<file path="config.mk">
export PLATFORM = sky130hd
export DESIGN_NAME = source_map_entry_decoder_top_flat
export DESIGN_NICKNAME = d
export VERILOG_FILES = /design/src/design/smd_pkg.sv /design/src/design/smd_if.sv /design/src/design/smd_in_stage.sv /design/src/design/smd_parser.sv /design/src/design/source_map_entry_decoder_top.sv /design/src/flat_wrapper.sv
export SDC_FILE = /design/constraint.sdc
export NUM_CORES = 1
export LEC_CHECK = 0
export BUFFER_PORTS_ARGS = -buffer_cell sky130_fd_sc_hd__buf_2
export CAP_MARGIN = 30
export CORE_MARGIN = 8
export CORE_UTILIZATION = 55
export CTS_CLUSTER_DIAMETER = 200
export DETAILED_ROUTE_END_ITERATION = 6
export HOLD_SLACK_MARGIN = 0.08
export PLACE_DENSITY = 0.76
export SLEW_MARGIN = 20
export SYNTH_ARGS = -nofsm -noshare
export SYNTH_HDL_FRONTEND = slang
export SYNTH_SLANG_ARGS = --single-unit
</file>
<file path="constraint.sdc">
create_clock -name clk -period 9.2 [get_ports clk]
set_input_delay 1.84 -clock clk [delete_from_list [all_inputs] [get_ports clk]]
set_output_delay 1.84 -clock clk [all_outputs]
set_load 0.005 [all_outputs]
</file>
<file path="src/design/smd_pkg.sv">
// Shared types and constants for the source map entry decoder.
// Depends on nothing; every design module imports it, the interfaces do not.
`default_nettype none

package smd_pkg;

    // Numeric field width; the accumulator holds the saturation limit.
    localparam int FIELD_BITS = 32;
    localparam int ACC_W      = (FIELD_BITS - 1 < 31) ? FIELD_BITS - 1 : 31;
    localparam int PROD_W     = ACC_W + 4;
    localparam logic [ACC_W-1:0] NUM_MAX = {ACC_W{1'b1}};

    localparam logic [15:0] MOD_MAX = 16'hFFFF;

    // Characters of the map text.
    localparam logic [7:0] CHAR_COLON = 8'h3A;
    localparam logic [7:0] CHAR_SEMI  = 8'h3B;
    localparam logic [7:0] CHAR_MINUS = 8'h2D;
    localparam logic [7:0] CHAR_INTO  = 8'h69;
    localparam logic [7:0] CHAR_OUT   = 8'h6F;
    localparam logic [7:0] CHAR_ZERO  = 8'h30;
    localparam logic [7:0] CHAR_NINE  = 8'h39;

    // Jump codes.
    localparam logic [1:0] JUMP_UNSET   = 2'd0;
    localparam logic [1:0] JUMP_INTO    = 2'd1;
    localparam logic [1:0] JUMP_OUT     = 2'd2;
    localparam logic [1:0] JUMP_REGULAR = 2'd3;

    // Field positions within an entry.
    localparam logic [2:0] FIELD_START    = 3'd0;
    localparam logic [2:0] FIELD_LENGTH   = 3'd1;
    localparam logic [2:0] FIELD_FILE     = 3'd2;
    localparam logic [2:0] FIELD_JUMP     = 3'd3;
    localparam logic [2:0] FIELD_MODIFIER = 3'd4;
    localparam logic [2:0] FIELD_PAST     = 3'd5;

    typedef struct packed {
        logic [7:0] text_byte;
        logic       end_of_text;
    } item_t;

    typedef struct packed {
        logic [31:0] start;
        logic [31:0] length;
        logic [31:0] file;
        logic [1:0]  jump;
        logic [15:0] modifier;
        logic [4:0]  set_mask;
    } entry_t;

    // Handshake between the input register and the parse stage.
    typedef struct packed {
        logic valid;
        item_t item;
    } stage_t;

endpackage

`default_nettype wire

</file>
<file path="src/design/smd_if.sv">
// Channel interfaces of the source map entry decoder: input item,
// result item and target_entry configuration write. No dependencies.
`default_nettype none

interface smd_in_if;
    logic       valid;
    logic       ready;
    logic [7:0] text_byte;
    logic       end_of_text;

    modport source (output valid, text_byte, end_of_text, input ready);
    modport sink (input valid, text_byte, end_of_text, output ready);
endinterface

interface smd_out_if;
    logic               valid;
    logic               ready;
    logic               found;
    logic signed [31:0] src_start;
    logic signed [31:0] src_length;
    logic signed [31:0] file_index;
    logic [1:0]         jump_kind;
    logic [15:0]        modifier_depth;
    logic [4:0]         set_mask;

    modport source (output valid, found, src_start, src_length, file_index, jump_kind,
                    modifier_depth, set_mask, input ready);
    modport sink (input valid, found, src_start, src_length, file_index, jump_kind,
                  modifier_depth, set_mask, output ready);
endinterface

interface smd_cfg_if;
    logic        valid;
    logic        ready;
    logic [31:0] target_entry;

    modport source (output valid, target_entry, input ready);
    modport sink (input valid, target_entry, output ready);
endinterface

`default_nettype wire

</file>
<file path="src/design/smd_in_stage.sv">
// Input register of the decoder: captures one item per transfer.
// Depends on smd_pkg and smd_in_if.
`default_nettype none

module smd_in_stage
    import smd_pkg::*;
(
    input  wire logic clk,
    input  wire logic rst_n,
    smd_in_if.sink    item,
    input  wire logic advance,
    output stage_t    stage
);

    logic  valid_reg;
    logic  valid_next;
    item_t item_reg;

    // Refill whenever the register is empty or the parse stage drains it this cycle.
    assign item.ready = !valid_reg || advance;

    always_comb
    begin
        valid_next = valid_reg;
        if (item.ready)
        begin
            valid_next = item.valid;
        end
    end

    always_ff @(posedge clk or negedge rst_n)
    begin
        if (!rst_n)
        begin
            valid_reg <= 1'b0;
        end
        else
        begin
            valid_reg <= valid_next;
        end
    end

    always_ff @(posedge clk)
    begin
        if (item.valid && item.ready)
        begin
            item_reg.text_byte   <= item.text_byte;
            item_reg.end_of_text <= item.end_of_text;
        end
    end

    assign stage.valid = valid_reg;
    assign stage.item  = item_reg;

endmodule

`default_nettype wire

</file>
<file path="src/design/smd_parser.sv">
// Parse stage: per-byte field decode, entry tracking and result register.
// Depends on smd_pkg, smd_out_if and smd_cfg_if.
`default_nettype none

module smd_parser
    import smd_pkg::*;
(
    input  wire logic   clk,
    input  wire logic   rst_n,
    input  wire stage_t stage,
    output logic        advance,
    smd_cfg_if.sink     cfg,
    smd_out_if.source   result
);

    logic [31:0]      target_reg;
    logic [31:0]      count_reg, count_next;
    logic [2:0]       pos_reg, pos_next;
    logic [ACC_W-1:0] acc_reg, acc_next;
    logic             minus_reg, minus_next;
    logic             nonempty_reg, nonempty_next;
    entry_t           work_reg, work_next;
    entry_t           held_reg, held_next;
    logic             reported_reg, reported_next;
    logic             out_valid_reg, out_valid_next;
    logic             out_found_reg, out_found_next;
    entry_t           out_entry_reg, out_entry_next;

    logic              fire;
    logic [7:0]        ch;
    logic              is_digit;
    logic [PROD_W-1:0] prod;
    logic [ACC_W-1:0]  acc_sat;
    logic [31:0]       acc_val;
    logic              neg;
    entry_t            work_fe;

    assign cfg.ready = 1'b1;

    assign advance = !out_valid_reg || result.ready;
    assign fire    = advance && stage.valid;
    assign ch      = stage.item.text_byte;
    assign is_digit = (ch >= CHAR_ZERO) && (ch <= CHAR_NINE);

    // acc * 10 + digit, saturating
    assign prod = (PROD_W'(acc_reg) << 3) + (PROD_W'(acc_reg) << 1)
                + PROD_W'(ch[3:0]);
    assign acc_sat = (prod > PROD_W'(NUM_MAX)) ? NUM_MAX : prod[ACC_W-1:0];

    assign acc_val = 32'(acc_reg);
    assign neg     = minus_reg && (acc_val != 32'd0);

    // Working values after the current field closes.
    always_comb
    begin
        work_fe = work_reg;
        if (nonempty_reg && (pos_reg < FIELD_PAST))
        begin
            unique case (pos_reg)
                FIELD_START:  work_fe.start  = neg ? 32'hFFFF_FFFF : acc_val;
                FIELD_LENGTH: work_fe.length = neg ? 32'hFFFF_FFFF : acc_val;
                FIELD_FILE:   work_fe.file   = neg ? 32'hFFFF_FFFF : acc_val;
                FIELD_JUMP:   work_fe.jump   = acc_reg[1:0];
                default:
                begin
                    if (neg)
                        work_fe.modifier = 16'd0;
                    else if (acc_val > 32'(MOD_MAX))
                        work_fe.modifier = MOD_MAX;
                    else
                        work_fe.modifier = acc_val[15:0];
                end
            endcase
            work_fe.set_mask = work_reg.set_mask | (5'd1 << pos_reg);
        end
    end

    always_comb
    begin
        count_next     = count_reg;
        pos_next       = pos_reg;
        acc_next       = acc_reg;
        minus_next     = minus_reg;
        nonempty_next  = nonempty_reg;
        work_next      = work_reg;
        held_next      = held_reg;
        reported_next  = reported_reg;
        out_valid_next = out_valid_reg;
        out_found_next = out_found_reg;
        out_entry_next = out_entry_reg;

        if (advance)
        begin
            out_valid_next = 1'b0;
        end

        if (fire)
        begin
            if (stage.item.end_of_text)
            begin
                if (!reported_reg)
                begin
                    out_valid_next = 1'b1;
                    out_found_next = 1'b0;
                    out_entry_next = held_reg;
                end
                count_next    = '0;
                pos_next      = FIELD_START;
                acc_next      = '0;
                minus_next    = 1'b0;
                nonempty_next = 1'b0;
                work_next     = '0;
                held_next     = '0;
                reported_next = 1'b0;
            end
            else if (!reported_reg)
            begin
                if (ch == CHAR_COLON)
                begin
                    work_next     = work_fe;
                    acc_next      = '0;
                    minus_next    = 1'b0;
                    nonempty_next = 1'b0;
                    if (pos_reg < FIELD_PAST)
                        pos_next = pos_reg + 3'd1;
                end
                else if (ch == CHAR_SEMI)
                begin
                    work_next     = work_fe;
                    held_next     = work_fe;
                    acc_next      = '0;
                    minus_next    = 1'b0;
                    nonempty_next = 1'b0;
                    pos_next      = FIELD_START;
                    if (count_reg == target_reg)
                    begin
                        reported_next  = 1'b1;
                        out_valid_next = 1'b1;
                        out_found_next = 1'b1;
                        out_entry_next = work_fe;
                    end
                    else
                    begin
                        count_next = count_reg + 32'd1;
                    end
                end
                else
                begin
                    nonempty_next = 1'b1;
                    if (pos_reg == FIELD_JUMP)
                    begin
                        if (ch == CHAR_INTO)
                            acc_next = ACC_W'(JUMP_INTO);
                        else if (ch == CHAR_OUT)
                            acc_next = ACC_W'(JUMP_OUT);
                        else if (ch == CHAR_MINUS)
                            acc_next = ACC_W'(JUMP_REGULAR);
                    end
                    else if (ch == CHAR_MINUS)
                    begin
                        minus_next = 1'b1;
                    end
                    else if (is_digit)
                    begin
                        acc_next = acc_sat;
                    end
                end
            end
        end
    end

    always_ff @(posedge clk or negedge rst_n)
    begin
        if (!rst_n)
        begin
            target_reg    <= '0;
            count_reg     <= '0;
            pos_reg       <= FIELD_START;
            acc_reg       <= '0;
            minus_reg     <= 1'b0;
            nonempty_reg  <= 1'b0;
            work_reg      <= '0;
            held_reg      <= '0;
            reported_reg  <= 1'b0;
            out_valid_reg <= 1'b0;
        end
        else
        begin
            if (cfg.valid)
                target_reg <= cfg.target_entry;
            count_reg     <= count_next;
            pos_reg       <= pos_next;
            acc_reg       <= acc_next;
            minus_reg     <= minus_next;
            nonempty_reg  <= nonempty_next;
            work_reg      <= work_next;
            held_reg      <= held_next;
            reported_reg  <= reported_next;
            out_valid_reg <= out_valid_next;
        end
    end

    always_ff @(posedge clk)
    begin
        out_found_reg <= out_found_next;
        out_entry_reg <= out_entry_next;
    end

    assign result.valid          = out_valid_reg;
    assign result.found          = out_found_reg;
    assign result.src_start      = out_entry_reg.start;
    assign result.src_length     = out_entry_reg.length;
    assign result.file_index     = out_entry_reg.file;
    assign result.jump_kind      = out_entry_reg.jump;
    assign result.modifier_depth = out_entry_reg.modifier;
    assign result.set_mask       = out_entry_reg.set_mask;

    // Field position never runs past the overflow slot.
    a_pos_range: assert property (@(posedge clk) disable iff (!rst_n)
        pos_reg <= FIELD_PAST)
        else $error("field position out of range");

    // A found result is only pending while the stream is marked reported.
    a_found_reported: assert property (@(posedge clk) disable iff (!rst_n)
        out_valid_reg && out_found_reg |-> reported_reg)
        else $error("found result without reported flag");

    // End of stream returns parse state to reset.
    a_eot_clear: assert property (@(posedge clk) disable iff (!rst_n)
        fire && stage.item.end_of_text |=> (count_reg == 32'd0) && !reported_reg
            && (pos_reg == FIELD_START) && !nonempty_reg)
        else $error("parse state not cleared at end of stream");

    // Closing an entry restarts at the first field with an empty accumulator.
    a_semi_restart: assert property (@(posedge clk) disable iff (!rst_n)
        fire && !stage.item.end_of_text && !reported_reg && (ch == CHAR_SEMI)
            |=> (pos_reg == FIELD_START) && (acc_reg == '0) && !minus_reg)
        else $error("entry close did not restart field decode");

endmodule

`default_nettype wire

</file>
<file path="src/design/source_map_entry_decoder_top.sv">
// A transferred byte is held in the input register, then decoded by the parse stage,
// which registers its result, if any, in the result register.
// Throughput: one byte per cycle, set by the single parse stage. While a result waits
// for its transfer the parse stage holds, and the input register takes a byte only while empty.
// Reset (rst_n, async low): target_entry 0, empty stream, no result pending.
// Top level of the source map entry decoder; depends on smd_pkg, smd_if, stages.
`default_nettype none

module source_map_entry_decoder_top
    import smd_pkg::*;
(
    input  wire logic clk,
    input  wire logic rst_n,
    smd_in_if.sink    item,
    smd_cfg_if.sink   cfg,
    smd_out_if.source result
);

    stage_t stage;
    logic   advance;

    smd_in_stage u_in_stage (
        .clk     (clk),
        .rst_n   (rst_n),
        .item    (item),
        .advance (advance),
        .stage   (stage)
    );

    smd_parser u_parser (
        .clk     (clk),
        .rst_n   (rst_n),
        .stage   (stage),
        .advance (advance),
        .cfg     (cfg),
        .result  (result)
    );

endmodule

`default_nettype wire

</file>
<file path="src/flat_wrapper.sv">
// flat-port wrapper written by rule: the top's interface ports become plain ports
module source_map_entry_decoder_top_flat import smd_pkg::*;
  (clk, rst_n, item_valid, item_text_byte, item_end_of_text, item_ready, cfg_valid, cfg_target_entry, cfg_ready, result_valid, result_found, result_src_start, result_src_length, result_file_index, result_jump_kind, result_modifier_depth, result_set_mask, result_ready);
  smd_in_if item_i ();
  smd_cfg_if cfg_i ();
  smd_out_if result_i ();
  input  wire logic clk;
  input  wire logic rst_n;
  input wire logic [$bits(item_i.valid)-1:0] item_valid;
  input wire logic [$bits(item_i.text_byte)-1:0] item_text_byte;
  input wire logic [$bits(item_i.end_of_text)-1:0] item_end_of_text;
  output wire logic [$bits(item_i.ready)-1:0] item_ready;
  input wire logic [$bits(cfg_i.valid)-1:0] cfg_valid;
  input wire logic [$bits(cfg_i.target_entry)-1:0] cfg_target_entry;
  output wire logic [$bits(cfg_i.ready)-1:0] cfg_ready;
  output wire logic [$bits(result_i.valid)-1:0] result_valid;
  output wire logic [$bits(result_i.found)-1:0] result_found;
  output wire logic [$bits(result_i.src_start)-1:0] result_src_start;
  output wire logic [$bits(result_i.src_length)-1:0] result_src_length;
  output wire logic [$bits(result_i.file_index)-1:0] result_file_index;
  output wire logic [$bits(result_i.jump_kind)-1:0] result_jump_kind;
  output wire logic [$bits(result_i.modifier_depth)-1:0] result_modifier_depth;
  output wire logic [$bits(result_i.set_mask)-1:0] result_set_mask;
  input wire logic [$bits(result_i.ready)-1:0] result_ready;
  assign item_i.valid = item_valid;
  assign item_i.text_byte = item_text_byte;
  assign item_i.end_of_text = item_end_of_text;
  assign item_ready = item_i.ready;
  assign cfg_i.valid = cfg_valid;
  assign cfg_i.target_entry = cfg_target_entry;
  assign cfg_ready = cfg_i.ready;
  assign result_valid = result_i.valid;
  assign result_found = result_i.found;
  assign result_src_start = result_i.src_start;
  assign result_src_length = result_i.src_length;
  assign result_file_index = result_i.file_index;
  assign result_jump_kind = result_i.jump_kind;
  assign result_modifier_depth = result_i.modifier_depth;
  assign result_set_mask = result_i.set_mask;
  assign result_i.ready = result_ready;
  source_map_entry_decoder_top u_core (.clk(clk), .rst_n(rst_n), .item(item_i), .cfg(cfg_i), .result(result_i));
endmodule
</file>
==> flow_metrics.tcl <==
set metrics [dict create \
    drive_above_1_share 0.1348 \
    synth_cell_types 73 \
    cts_tree "yes" \
    rows 74 \
    drc 0 \
    synth_edf_count 129 \
    max_freq_ghz 0.2209 \
    async_reset_ff_frac 0.7255 \
    hold_depth 2 \
    wirelength_mm 56.20 \
    irDropWorstVdd_mv 0.1876 \
    crit_chain "inv_1, fa_1, fa_1, nand2b_1, a21o_1, a31o_2, a211oi_1, o221ai_1, xor2_1, nand4_2, and2_1, a221o_1" \
    antenna_found_initial 1 \
    insertedDiodeCount 0 \
    clk_latency_ps 590 \
    h-tree-depth 2 \
    seqCellArea_mm2 0.01241 \
    drt_iter0_markers 1589 \
    status "complete, no violations" \
    seq_area_frac_synth 0.5488 \
    crit_path_max_fanout 25 \
    routabilityCongestion 0.9373 \
    firstDrtPassIters 5 \
    hold_viol 0 \
    grt_overflow 0 \
    synth_flop_cell "dfrtp_1" \
    grt_pass1_vias 17380 \
    vias 17430 \
    worstRegToRegCells 12 \
    cp_slowest_cell "and2_1" \
    die_y_um 218.8 \
    track_usage 0.2343 \
    rsz0062_at_grt "false" \
    setup_viol 0 \
    hold_end "u_core.u_parser.held_reg[63]" \
    initial_utilization 0.5550 \
    fin_nets 2559 \
    cts_buffer_depth 3 \
    grt_max_degree 161 \
    timing.final.crit_share 0.4920 \
    n_fill_cell 3280 \
    cts_root_buffer "clkbuf_16" \
    crit_type "flip-flop to flip-flop" \
    drtAntennaViolNets 0 \
    portBuffers 167 \
    end_kind "flip-flop" \
    core_mm2 0.04074 \
    fin_crit_ps 4526 \
    ios 169 \
    p_clk_frac 0.282 \
    cap_viol_max_count 0 \
    switching_power_mw 2.493 \
    worst_clock_skew_ps 20.15 \
    ys_seq_elements 470 \
    synth_cells 2347 \
    synthesis.area_mm2 0.02261 \
    hold_path_class "flip-flop to flip-flop" \
    cellPowerDensity_mw_per_mm2 275.1 \
    tightest_slew_ps 1007 \
    grt_pass1_wl_mm 91.23 \
    comb_power_share 0.325 \
    crit_top_cell "fa_1" \
    multi_input_area_mm2 0.009534 \
    relSlewSlack 0.3288 \
    dpl_cell_area_mm2 0.02372 \
    r2r_end "u_core.u_parser.acc_reg[10]" \
    syn-mean-instance-area_um2 9.633 \
    hp-start "u_core.u_parser.held_reg[63]" \
    crit_path_start_kind "flip-flop" \
    worstReg2RegStart "u_core.u_parser.acc_reg[0]" \
    p_sw_frac 0.3563 \
    numCtsBuffers 49 \
    stdcell_area_mm2 0.02543 \
    rrSetupSlack_ps 4670 \
    power.internal_mw 4.503 \
    power.leakage_nw 12.46 \
    dp_hpwl_mm 36.73 \
    viasPerCell 5.776 \
    synth_fp_nets 2462 \
    path_buf_inv 1 \
    ctsHoldBuffers 0 \
    final.setup.tns_ps 0 \
    whs_ps 475.1 \
    cts_setup_buffers 0 \
    cts.repair.resized 0 \
    die-area_mm2 0.04785 \
    cp_slowest_stage_delay_ps 590 \
    worstPathRequired_ps 9660 \
    yosysWarnings 0 \
    maxSlewViolCount 0 \
    area_growth_pct 12.47 \
    die_w_um 218.8 \
    cts.clk_slew.worst_paths_ps 60 \
    crit_arrival_ps 4980 \
    seqPwrFrac 0.393 \
    wl_per_cell_um 18.63 \
    path_delay_family "compound AO/OA/AOI/OAI gates" \
    clock-sinks 470 \
]
## worst max path at each step
stage / start / end / depth (start not counted) / slack [ps]
6_report: u_core.u_parser.acc_reg[0] / u_core.u_parser.acc_reg[10] / 12 / 4670
3_5_place_dp: result_ready / u_core.u_parser.count_reg[21] / 9 / 4210
5_1_grt: u_core.u_parser.acc_reg[0] / u_core.u_parser.acc_reg[10] / 12 / 4490
3_3_place_gp: result_ready / u_core.u_parser.count_reg[13] / 9 / 4340
2_1_floorplan: result_ready / u_core.u_parser.result.file_index[0] / 5 / 1190
4_1_cts: u_core.u_parser.acc_reg[0] / u_core.u_parser.acc_reg[10] / 12 / 4730
## layer usage
metal / part of all wire / GRT usage / vias up
met3: 0.067 / 0.04051 / 93
met2: 0.48 / 0.3804 / 611
met5: 0 / 0 / -
met1: 0.43 / 0.3203 / 8532
li1: - / - / 8190
met4: 0.022 / 0.07073 / 0
## power by group through the flow
stage	registers, mW	logic (mW)	clock network (mW)
after floorplan	2.69	1.68	0
after global placement	2.76	2.20	0
after detailed placement	2.78	2.24	0
after CTS	2.74	2.26	2.01
after global routing	2.78	2.53	2.09
final	2.75	2.27	1.97
## cell usage in the layout (no fill, tap or decap), types with 21 or more instances in the layout
cell	instances
nor2_1	208
nand2_1	734
ha_1	67
nor3_1	23
edfxtp_1	129
nand3_1	21
a21oi_1	61
a221o_1	25
mux2_2	42
xor2_1	21
inv_1	28
o21ai_0	79
dfrtp_1	341
a21o_1	105
buf_2	166
xnor2_1	63
clkbuf_16	53
a211oi_1	97
## worst min-delay path, delay by kind of cell, from the launching register on
family,cells,cell delay [ps]
flip-flops,1,340
AND/OR/NAND/NOR,2,100
## layout make-up
class,instances,share of cell area
multi-input combinational,1704,0.3749
sequential,470,0.4879
clock buffer,70,0.05545
inverter,29,0.004281
tap,532,0.02618
clock inverter,22,0.007824
timing repair buffer,190,0.04340
## metrics by stage
step                cells  power [mW]    util  setup WS [ps]
global placement     2920       4.961  0.5818           4337
detailed placement   2921       5.013  0.5823           4209
global route         3017       7.393  0.6242           4494
floorplan            2347       4.368       -           1190
finish               3017       6.996  0.6242           4674
CTS                  3013       7.005  0.6218           4730
## cells by family after synthesis
logic type | share of synthesized area
fa+ha+maj | 0.03885
flops | 0.5488
simple gates | 0.1932
compound gates | 0.1325
other cells | 0.0001659
xor+xnor | 0.03254
mux | 0.02274
buf+inv | 0.03127
## cells in the mapped netlist, types with 7 or more instances
| cell type | number | area (um^2) |
|---|---|---|
| nand2_1 | 735 | 2759 |
| dfrtp_1 | 341 | 8533 |
| nor2_1 | 210 | 788.3 |
| edfxtp_1 | 129 | 3874 |
| a21o_1 | 105 | 788.3 |
| clkbuf_1 | 100 | 375.4 |
| a211oi_1 | 97 | 728.2 |
| o21ai_0 | 79 | 395.4 |
| ha_1 | 67 | 838.3 |
| xnor2_1 | 63 | 551.8 |
| a21oi_1 | 61 | 305.3 |
| mux2_2 | 42 | 473.0 |
| buf_1 | 30 | 112.6 |
| inv_1 | 28 | 105.1 |
| a221o_1 | 25 | 250.2 |
| nor3_1 | 24 | 120.1 |
| nand3_1 | 21 | 105.1 |
| xor2_1 | 21 | 183.9 |
| nand4_1 | 17 | 106.4 |
| nor4_1 | 10 | 62.56 |
| o21ai_1 | 10 | 50.05 |
| or3_1 | 9 | 56.30 |
| and2_1 | 8 | 50.05 |
| and3_1 | 8 | 50.05 |
| nand2b_1 | 8 | 50.05 |
| nor3_2 | 8 | 80.08 |
| o21a_1 | 7 | 52.55 |
| o31ai_1 | 7 | 52.55 |
(Power assumes the default switching activity.)
